File: src/hdl/bfns_pkg.sv
// Shared types and constants for the bitmap find-next-set block.
package bfns_pkg;

  localparam int unsigned WORD_BITS = 32;
  localparam int unsigned BIT_POS_W = 5;    // bit position inside one word
  localparam int unsigned BIT_IDX_W = 15;   // request bit index
  localparam int unsigned LEN_W     = 16;   // vector length and found position
  localparam int unsigned WIDX_W    = LEN_W - BIT_POS_W;  // word index of a length
  localparam int unsigned OP_W      = 2;

  localparam logic [LEN_W-1:0] LEN_RESET = 16'd32768;

  // register indexes on the configuration port
  localparam logic REG_VECTOR_LENGTH = 1'b0;

  typedef enum logic [OP_W-1:0] {
    OP_SET   = 2'd0,
    OP_CLEAR = 2'd1,
    OP_READ  = 2'd2,
    OP_FIND  = 2'd3
  } op_e;

  typedef enum logic [1:0] {
    ST_CLEAR,
    ST_IDLE,
    ST_EXEC
  } state_e;

  // word qualifiers for the scan unit
  typedef struct packed {
    logic                 is_first;
    logic [BIT_POS_W-1:0] start_bit;
    logic                 is_last;
    logic [BIT_POS_W-1:0] len_bit;
  } scan_ctl_t;

  typedef struct packed {
    logic                 hit;
    logic [BIT_POS_W-1:0] tz;
  } scan_res_t;

endpackage

File: src/hdl/bfns_scan.sv
// Masks one bitmap word to the search window and counts its trailing zeros.
module bfns_scan (
  input  logic [31:0]          word_i,
  input  bfns_pkg::scan_ctl_t  ctl_i,
  output bfns_pkg::scan_res_t  res_o
);
  import bfns_pkg::*;

  logic [31:0]          mask_first;
  logic [31:0]          mask_last;
  logic [31:0]          w;
  logic [31:0]          s0, s1, s2, s3;
  logic [BIT_POS_W-1:0] cnt;

  always_comb begin
    mask_first = ctl_i.is_first ? (32'hFFFF_FFFF << ctl_i.start_bit) : 32'hFFFF_FFFF;
    // a length that ends inside the last word cuts off its upper bits
    if (ctl_i.is_last && (ctl_i.len_bit != '0)) begin
      mask_last = (32'h1 << ctl_i.len_bit) - 32'h1;
    end else begin
      mask_last = 32'hFFFF_FFFF;
    end
    w = word_i & mask_first & mask_last;

    cnt = '0;
    s0  = w;
    if (s0[15:0] == '0) begin
      cnt[4] = 1'b1;
      s0     = s0 >> 16;
    end
    s1 = s0;
    if (s1[7:0] == '0) begin
      cnt[3] = 1'b1;
      s1     = s1 >> 8;
    end
    s2 = s1;
    if (s2[3:0] == '0) begin
      cnt[2] = 1'b1;
      s2     = s2 >> 4;
    end
    s3 = s2;
    if (s3[1:0] == '0) begin
      cnt[1] = 1'b1;
      s3     = s3 >> 2;
    end
    if (s3[0] == 1'b0) begin
      cnt[0] = 1'b1;
    end

    res_o.hit = (w != '0);
    res_o.tz  = cnt;
  end

endmodule

File: config.mk
export PLATFORM = sky130hd
export DESIGN_NAME = bfns_scan
export DESIGN_NICKNAME = d
export VERILOG_FILES = /design/src/hdl/bfns_pkg.sv /design/src/hdl/bfns_scan.sv
export SDC_FILE = /design/constraint.sdc
export NUM_CORES = 1
export LEC_CHECK = 0
export BUFFER_PORTS_ARGS = -buffer_cell sky130_fd_sc_hd__buf_2
export CORE_MARGIN = 2
export CORE_UTILIZATION = 56
export DETAILED_ROUTE_END_ITERATION = 10
export PLACE_DENSITY = 0.85
export SYNTH_ARGS = -nofsm -noshare
export SYNTH_HDL_FRONTEND = slang
export SYNTH_SLANG_ARGS = --single-unit
File: constraint.sdc
create_clock -name vclk -period 6.21
set_input_delay 1.242 -clock vclk [all_inputs]
set_output_delay 1.242 -clock vclk [all_outputs]
set_load 0.1 [all_outputs]
==> out/metrics.cfg, run 1 <==
[finish]
seq_area_um2 = 0
n_clock_buffer = 0
seq_cells = 0
num-fill-cells = 286
layout.nets = 362
drive_above_1_share_pct = 26.0
multi_input_area_um2 = 1590
final_cells = 348
diodes = 0
area_growth_pct = 19.4
fin_area_um2 = 2040

[yosys]
ys_seq_area_share_pct = 0
syn_avg_cell_area_um2 = 6.06
synth_top_area_share_pct = 7.91
netlist_area_um2 = 1710
synth_cells = 282
syn-num-nets = 327
yosys_warnings = 0
netlist_top_cells_area = a21oi_1 (7.9%), o21ai_0 (7.6%), nand2_1 (5.7%)
yosysTopAreaCell = a21oi_1
ys_types = 66

[sta]
worst_pin_slew_ns = 0.564
hold_ws_ns = 3.19
max-slew-margin-rel_pct = 62.4
finalHoldViolations = 0
fin_crit_ns = 5.95
rsz0062_at_grt = false
drv_slew = 0
finalCritPeriodShare_pct = 95.9
layout_setup_ws_ns = 0.255
setup_viol = 0
fmax_mhz = 168

[place]
dp_hpwl_um = 5270
routabilityCongestion = 0.970
post_dp_cell_area_um2 = 2030
post-place-ws_ns = 0.249
placed_cells = 348
port_buffers = 50

[routing]
first_iter_violations = 415
wl_um = 6690
firstDrtPassIters = 5
ant_nets = 0
drc = 0
route.met2.wl_um = 2970
via_per_inst = 7.20
wl_per_cell_um = 19.2
wl_met1_um = 2810
route.met3.wl_um = 769
dr.max_layer_used = met4
vias = 2505

[global_route]
grt_pass1_wl_um = 10300
grt_overflow = 0
grt_pass1_vias = 2071
antenna_found_initial = 0
grtUsageTotal_pct = 38.2
grt_max_degree = 28

[floorplan]
die_h_um = 59.2
core_area_um2 = 2980
fp.dieArea_um2 = 3510
start_util_pct = 57.4
num_rows = 20
ios = 50
die_w_um = 59.2

[pwr]
finalPower_uw = 185
cellPowerDensity_nw_per_um2 = 90.6
p_leak_uw = 0.000832
ir_drop_mv = 0.0578

[critical_path]
path_class = input pin to output pin
crit_fanout = 26
cp.required_ns = 4.97
cp_data_arrival_time_ns = 4.71
start_kind = input pin
cp-end-kind = output pin

[clocking]
post_cts_buffers = 0
ctsHoldBuffers = 0

[min_path]
hold_path.class = input pin to output pin

[status]
status = completed

[flow_run]
maxCapViolations = 0

[cell type report]
class / count / area share (%)
inverter: 12 / 2.39
multi-input combinational: 242 / 77.8
timing repair buffer: 61 / 17.8
tap: 33 / 2.02
[cells in the final DEF, fill, tap and decap left out, drive strengths merged, types with 3 or more instances in the layout]
cell and instances:
and3 4, nor3 10, nand4 4, nor2b 4, o311ai 4, nor4 3
inv 10, nand2b 6, a211oi 4, o221ai 6, o21a 4, nand3 11
o21ai 29, nand2 26, a31oi 6, a32oi 3, a21boi 3, nor2 22
buf 61, a311oi 4, a21oi 27, o211ai 8, nor3b 5, and2 6
o211a 3, a21o 4, or4 3
[layer usage]
| metal | vias up | track usage [%] |
|---|---|---|
| li1 | 1162 | - |
| met1 | 1121 | 52.3 |
| met2 | 205 | 62.6 |
| met3 | 17 | 6.33 |
| met4 | 0 | 7.79 |
| met5 | - | 0 |
[worst max-delay path: stages]
cell and delay, ns:
buf_2 0.18, nor2_1 0.24, nand2_1 0.14, ha_4 0.27, nor4bb_1 0.25, o21ai_0 0.14
a311oi_2 0.35, nor4_2 0.09, and3_1 0.21, mux2_2 0.29, and2_1 0.23, a211o_1 0.38
o21a_1 0.24, nor3_4 0.24, buf_12 0.21
[Yosys cell counts (4+ instances only)]
| cell | count |
|---|---|
| o21a_1 | 4 |
| nor2b_1 | 4 |
| nand2b_1 | 6 |
| nor3b_1 | 4 |
| nand3_1 | 11 |
| nor3_1 | 8 |
| o221ai_1 | 6 |
| a21oi_1 | 27 |
| a21o_1 | 4 |
| a311oi_1 | 4 |
| o211ai_1 | 8 |
| buf_2 | 18 |
| a211oi_1 | 4 |
| inv_1 | 10 |
| a31oi_1 | 6 |
| nand2_1 | 26 |
| and3_1 | 4 |
| and2_1 | 6 |
| nor2_1 | 22 |
| clkbuf_1 | 4 |
| nand4_1 | 4 |
| o21ai_0 | 26 |
[metrics by stage]
stage          TNS, ns  util (%)
5_1_grt              0      68.5
3_5_place_dp         0      68.3
6_report             0      68.5
4_1_cts              0      68.3
3_3_place_gp         0      68.3
2_1_floorplan   -0.302         -
[power breakdown]
group	switching (µW)	leakage, µW	internal (µW)
logic	119	0.000832	66.1
registers	0	0	0
clock network	0	0	0
[logic make-up after synthesis]
group	share of synthesized area [%]
adders and majority gates	0.732
and+or+nand+nor	36.1
buffers and inverters	11.4
muxes	0.659
AOI/OAI and AO/OA	51.1
[path summary, 6_finish.rpt]
path                  start        to  slack [ns]  cells past startpoint
hold / removal    word_i[0]  res_o[0]        3.19                      5
setup / recovery   ctl_i[1]  res_o[1]        0.26                     15
[timing repair]
action,in CTS,in global routing
endpoints found under the hold margin,0,0
gates resized for setup,0,1
endpoints found under the setup margin,0,1
Power figures use the tool's default switching activity.
==> inputs of run 2 (changes only) <==
==> constraint.sdc (replaced) <==
create_clock -name vclk -period 5.8
set_input_delay 1.16 -clock vclk [all_inputs]
set_output_delay 1.16 -clock vclk [all_outputs]
set_load 0.1 [all_outputs]
==> out/metrics.cfg, run 2 (same netlist as run 1, synthesis figures left out) <==
[critical_path]
crit_top_cell = buf_12
path_class = input pin to output pin
crit_fanout = 11  ; -58%
worst_path_max_delay_cell = mux2_2
cp_data_arrival_time_ns = 4.49  ; -0.22 ns
critPathMaxStageDelay_ns = 0.38  ; about the same
cp.required_ns = 4.64  ; -0.33 ns
cp-end-kind = output pin
start_kind = input pin
crit_chain = buf_2 -> nor3_4 -> nand3b_1 -> ha_4 -> buf_12 -> or3_1 -> a21oi_2 -> o311ai_2 -> a21boi_1 -> nand4_1 -> mux2_2 -> a311oi_2 -> and3_4 -> a21oi_1 -> a221oi_4 -> buf_12

[pwr]
seqPwrFrac_pct = 0  ; unchanged
p_sw_uw = 128  ; +8.3%
p_clk_share_pct = 0  ; unchanged
p_int_uw = 75.6  ; +14%
comb_power_share_pct = 100.0  ; about the same
p_leak_uw = 0.000858  ; +3.0%
swShare_pct = 62.9  ; -1.3 points
cellPowerDensity_nw_per_um2 = 96.2  ; +6.2%
ir_drop_mv = 0.0633  ; +9.6%

[sta]
setup_viol = 0  ; unchanged
worst_pin_slew_ns = 0.526  ; -0.0382 ns
fmax_mhz = 177
finalCritPeriodShare_pct = 97.4
drv_slew = 0  ; unchanged
finalHoldViolations = 0  ; unchanged
max-slew-margin-rel_pct = 64.7  ; +2.3 points
rsz0062_at_grt = true
fin_crit_ns = 5.65
tns_ns = 0  ; unchanged

[finish]
seq_area_um2 = 0  ; unchanged
n_clock_buffer = 0  ; unchanged
num-fill-cells = 263  ; -8.0%
multi_input_area_um2 = 1630  ; +2.4%
seq_cells = 0  ; unchanged
area_growth_pct = 24.2
diodes = 0  ; unchanged
most-common-layout-cells = buf_2 (47), nand2_1 (26), o21ai_0 (25), a21oi_1 (25), nor2_1 (22)
layout.nets = 364  ; +0.55%
final_cells = 350  ; +0.57%
mostFrequentLayoutCell = buf_2
drive_above_1_share_pct = 28.4  ; +2.4 points
fin_util_pct = 71.2  ; +2.7 points

[floorplan]
die_w_um = 59.2  ; unchanged
start_util_pct = 57.4  ; unchanged
num_rows = 20  ; unchanged
fp.dieArea_um2 = 3510  ; unchanged
die_h_um = 59.2  ; unchanged
core_area_um2 = 2980  ; unchanged
ios = 50  ; unchanged

[place]
dp_hpwl_um = 4910  ; -6.8%
routabilityCongestion = 1.03  ; +5.8%
placed_cells = 347  ; -0.29%
port_buffers = 50  ; unchanged

[status]
status = completed

[flow_run]
maxCapViolations = 0  ; unchanged

[routing]
vias = 2561  ; +2.2%
wl_um = 6520  ; -2.5%
first_iter_violations = 440  ; +6.0%
wl_per_cell_um = 18.6  ; -3.0%
via_per_inst = 7.32  ; +1.7%
ant_nets = 0  ; unchanged
drc = 0  ; unchanged
firstDrtPassIters = 5  ; unchanged

[clocking]
ctsHoldBuffers = 0  ; unchanged

[global_route]
antenna_found_initial = 0  ; unchanged
grt_pass1_vias = 2092  ; +1.0%
grt_max_degree = 31  ; +11%
grtUsageTotal_pct = 36.2  ; -2.0 points
grt_overflow = 0  ; unchanged
grt_pass1_wl_um = 9960  ; -3.1%

[min_path]
hold_path.class = input pin to output pin

run 2: power groups by stage:
stage / clock network [µW] / registers, µW / logic [µW]
global route: 0 / 0 / 217
global placement: 0 / 0 / 190
CTS: 0 / 0 / 192
floorplan: 0 / 0 / 139
detailed placement: 0 / 0 / 191
finish: 0 / 0 / 204
run 2: worst paths after layout:
kind	from	to	slack, ns	cells past startpoint
setup / recovery	ctl_i[2]	res_o[0]	0.15	16
hold / removal	word_i[0]	res_o[1]	2.95	5
run 2: critical path: cells and delay by family:
family	cells	cell delay [ns]
buffers and inverters	3	0.47
AOI/OAI and AO/OA	6	1.13
and+or+nand+nor	5	1.12
muxes	1	0.38
adders and majority gates	1	0.21
run 2: final cells by class:
cell class / count / share of cell area [%]
well taps: 33 / 1.95
repair buffers: 63 / 19.1
inverters: 12 / 2.30
multi-input cells: 242 / 76.6
run 2: routing by layer:
metal  track usage (%)  routed length [µm]  up-vias
li1                  -                   -     1164
met1              49.1                2520     1158
met2              60.4                2990      211
met3              4.37                 796       28
met4              9.09                 218        0
met5                 0                   0        -
run 2: stage by stage:
stage / hold slack [ns] / setup slack [ns] / area [µm²] / power [µW]
after floorplan: 2.76 / -0.446 / 1810 / 139
after global placement: 3.00 / 0.176 / 2040 / 190
after detailed placement: 3.00 / 0.122 / 2040 / 191
after CTS: 3.01 / 0.121 / 2040 / 192
after global routing: 2.97 / -0.0210 / 2120 / 217
final: 2.95 / 0.151 / 2120 / 204
run 2: repair_timing:
item                       in CTS  in global routing
buffers inserted                0                  3
gates resized for setup         0                  9
setup endpoints to repair       0                  2
==> inputs of run 3 (changes only) <==
--- a/config.mk
+++ b/config.mk
@@ -10,6 +10,7 @@
 export CORE_UTILIZATION = 56
 export DETAILED_ROUTE_END_ITERATION = 10
 export PLACE_DENSITY = 0.85
+export REMOVE_ABC_BUFFERS = 1
 export SYNTH_ARGS = -nofsm -noshare
 export SYNTH_HDL_FRONTEND = slang
 export SYNTH_SLANG_ARGS = --single-unit
==> out/metrics.cfg, run 3 (same netlist as run 1, synthesis figures left out) <==
[status]
status = completed

[sta]
finalHoldViolations = 0  ; unchanged
fin_crit_ns = 5.76  ; +0.107 ns
finalCritPeriodShare_pct = 99.2  ; +1.8 points
fmax_mhz = 174  ; -1.9%
max-slew-margin-rel_pct = 53.8  ; -11 points
setup_viol = 0  ; unchanged
tns_ns = 0  ; unchanged
drv_slew = 0  ; unchanged
worst_pin_slew_ns = 0.688  ; +0.162 ns

[routing]
wl_um = 6570  ; +0.77%
firstDrtPassIters = 5  ; unchanged
ant_nets = 0  ; unchanged
vias = 2654  ; +3.6%
wl_per_cell_um = 18.5  ; -0.93%
first_iter_violations = 361  ; -18%
via_per_inst = 7.46  ; +1.9%
drc = 0  ; unchanged

[floorplan]
fp.dieArea_um2 = 3510  ; unchanged
ios = 50  ; unchanged
start_util_pct = 57.4  ; unchanged
num_rows = 20  ; unchanged
die_w_um = 59.2  ; unchanged
core_area_um2 = 2980  ; unchanged
die_h_um = 59.2  ; unchanged

[global_route]
grt_pass1_vias = 2331  ; +11%
grt_max_degree = 31  ; unchanged
grt_pass1_wl_um = 10500  ; +5.7%
grtUsageTotal_pct = 37.7  ; +1.5 points
antenna_found_initial = 0  ; unchanged
grt_overflow = 0  ; unchanged

[critical_path]
start_kind = input pin
cp.required_ns = 4.64  ; about the same
crit_fanout = 19  ; +8
path_class = input pin to output pin
cp_data_arrival_time_ns = 4.60  ; +0.11 ns
cp-end-kind = output pin

[finish]
num-fill-cells = 244  ; -7.2%
fin_util_pct = 70.2  ; -1.0 points
area_growth_pct = 22.4
seq_cells = 0  ; unchanged
most-common-layout-cells = buf_2 (46), a21oi_1 (27), nand2_1 (26), o21ai_0 (26), nor2_1 (22)
layout.nets = 370  ; +1.6%
drive_above_1_share_pct = 26.9  ; -1.5 points
n_clock_buffer = 0  ; unchanged
seq_area_um2 = 0  ; unchanged
diodes = 0  ; unchanged
mostFrequentLayoutCell = buf_2

[place]
routabilityCongestion = 1.15  ; +12%
dp_hpwl_um = 5010  ; +2.1%
port_buffers = 50  ; unchanged

[pwr]
p_int_uw = 77.0  ; +1.9%
swShare_pct = 62.3  ; -0.70 points
cellPowerDensity_nw_per_um2 = 97.5  ; +1.4%
p_leak_uw = 0.000880  ; +2.6%
p_clk_share_pct = 0  ; unchanged
ir_drop_mv = 0.0510  ; -20%
seqPwrFrac_pct = 0  ; unchanged
comb_power_share_pct = 100.0  ; about the same
p_sw_uw = 127  ; -1.1%

[flow_run]
maxCapViolations = 0  ; unchanged

[min_path]
hold_depth = 5  ; unchanged
hold_path.class = input pin to output pin
hold_start = word_i[0]
hold_end = res_o[1]

[clocking]
ctsHoldBuffers = 0  ; unchanged

-- run 3: cell count changes in the layout (fill, tap and decap cells not counted), moves of 2 or more --
cell,delta
buf_4,+7
a21oi_1,+2
a21oi_2,-2
a311oi_1,+2
a311oi_2,-2
nor3_2,+2
nor3_4,-2
-- run 3: timing repair --
item	in CTS	in global routing
resized for setup	1	6
setup buffers	0	0
pin swaps	0	0
endpoints found under the setup margin	1	2
-- run 3: final cells by class --
class | count | area, µm² | share of cell area [%]
Tap cell | 33 | 41.3 | 1.97
Timing Repair Buffer | 69 | 453 | 21.7
Inverter | 12 | 45.0 | 2.15
Multi-Input combinational cell | 242 | 1550 | 74.2
-- run 3: through the flow --
step	hold slack, ns	power, µW	cell area (µm²)	setup WS, ns	cells
after floorplan	2.74	107	1560	-2.23	254
after global placement	2.90	189	2050	0.0778	356
after detailed placement	2.89	192	2050	-0.0573	356
after CTS	2.90	192	2050	0.0694	356
after global routing	2.96	214	2090	-0.0843	356
final	2.91	204	2090	0.0446	356
-- run 3: worst max-delay path, cell delays in order --
cell	delay, ns
buf_2	0.11
nor3_2	0.24
nand3b_1	0.16
ha_4	0.25
buf_4	0.16
nor3_1	0.12
o21ai_0	0.09
a21oi_1	0.16
o221ai_1	0.22
buf_4	0.20
a41oi_1	0.28
nor3_1	0.11
a311oi_1	0.40
and3_2	0.31
a21oi_1	0.09
a221oi_2	0.32
buf_12	0.22
-- run 3: layer usage --
layer / wire length (µm) / vias up / GRT usage (%)
met1: 2460 / 1157 / 49.7
li1: - / 1176 / -
met4: 377 / 0 / 15.6
met5: 0 / - / 0
met2: 2740 / 259 / 58.9
met3: 1000 / 62 / 8.30
-- run 3: power by group through the flow --
stage | Sequential, µW | Combinational (µW) | Clock [µW]
final | 0 | 204 | 0
after global routing | 0 | 214 | 0
after CTS | 0 | 192 | 0
after detailed placement | 0 | 192 | 0
after global placement | 0 | 189 | 0
after floorplan | 0 | 107 | 0
-- run 3: worst max path at each step --
stage              from       end  slack [ns]  depth (start not counted)
6_report       ctl_i[2]  res_o[0]        0.04                         17
5_1_grt        ctl_i[2]  res_o[0]       -0.08                         16
4_1_cts        ctl_i[2]  res_o[0]        0.07                         16
3_5_place_dp   ctl_i[2]  res_o[0]       -0.06                         15
3_3_place_gp   ctl_i[2]  res_o[0]        0.08                         16
2_1_floorplan  ctl_i[2]  res_o[0]       -2.23                         13
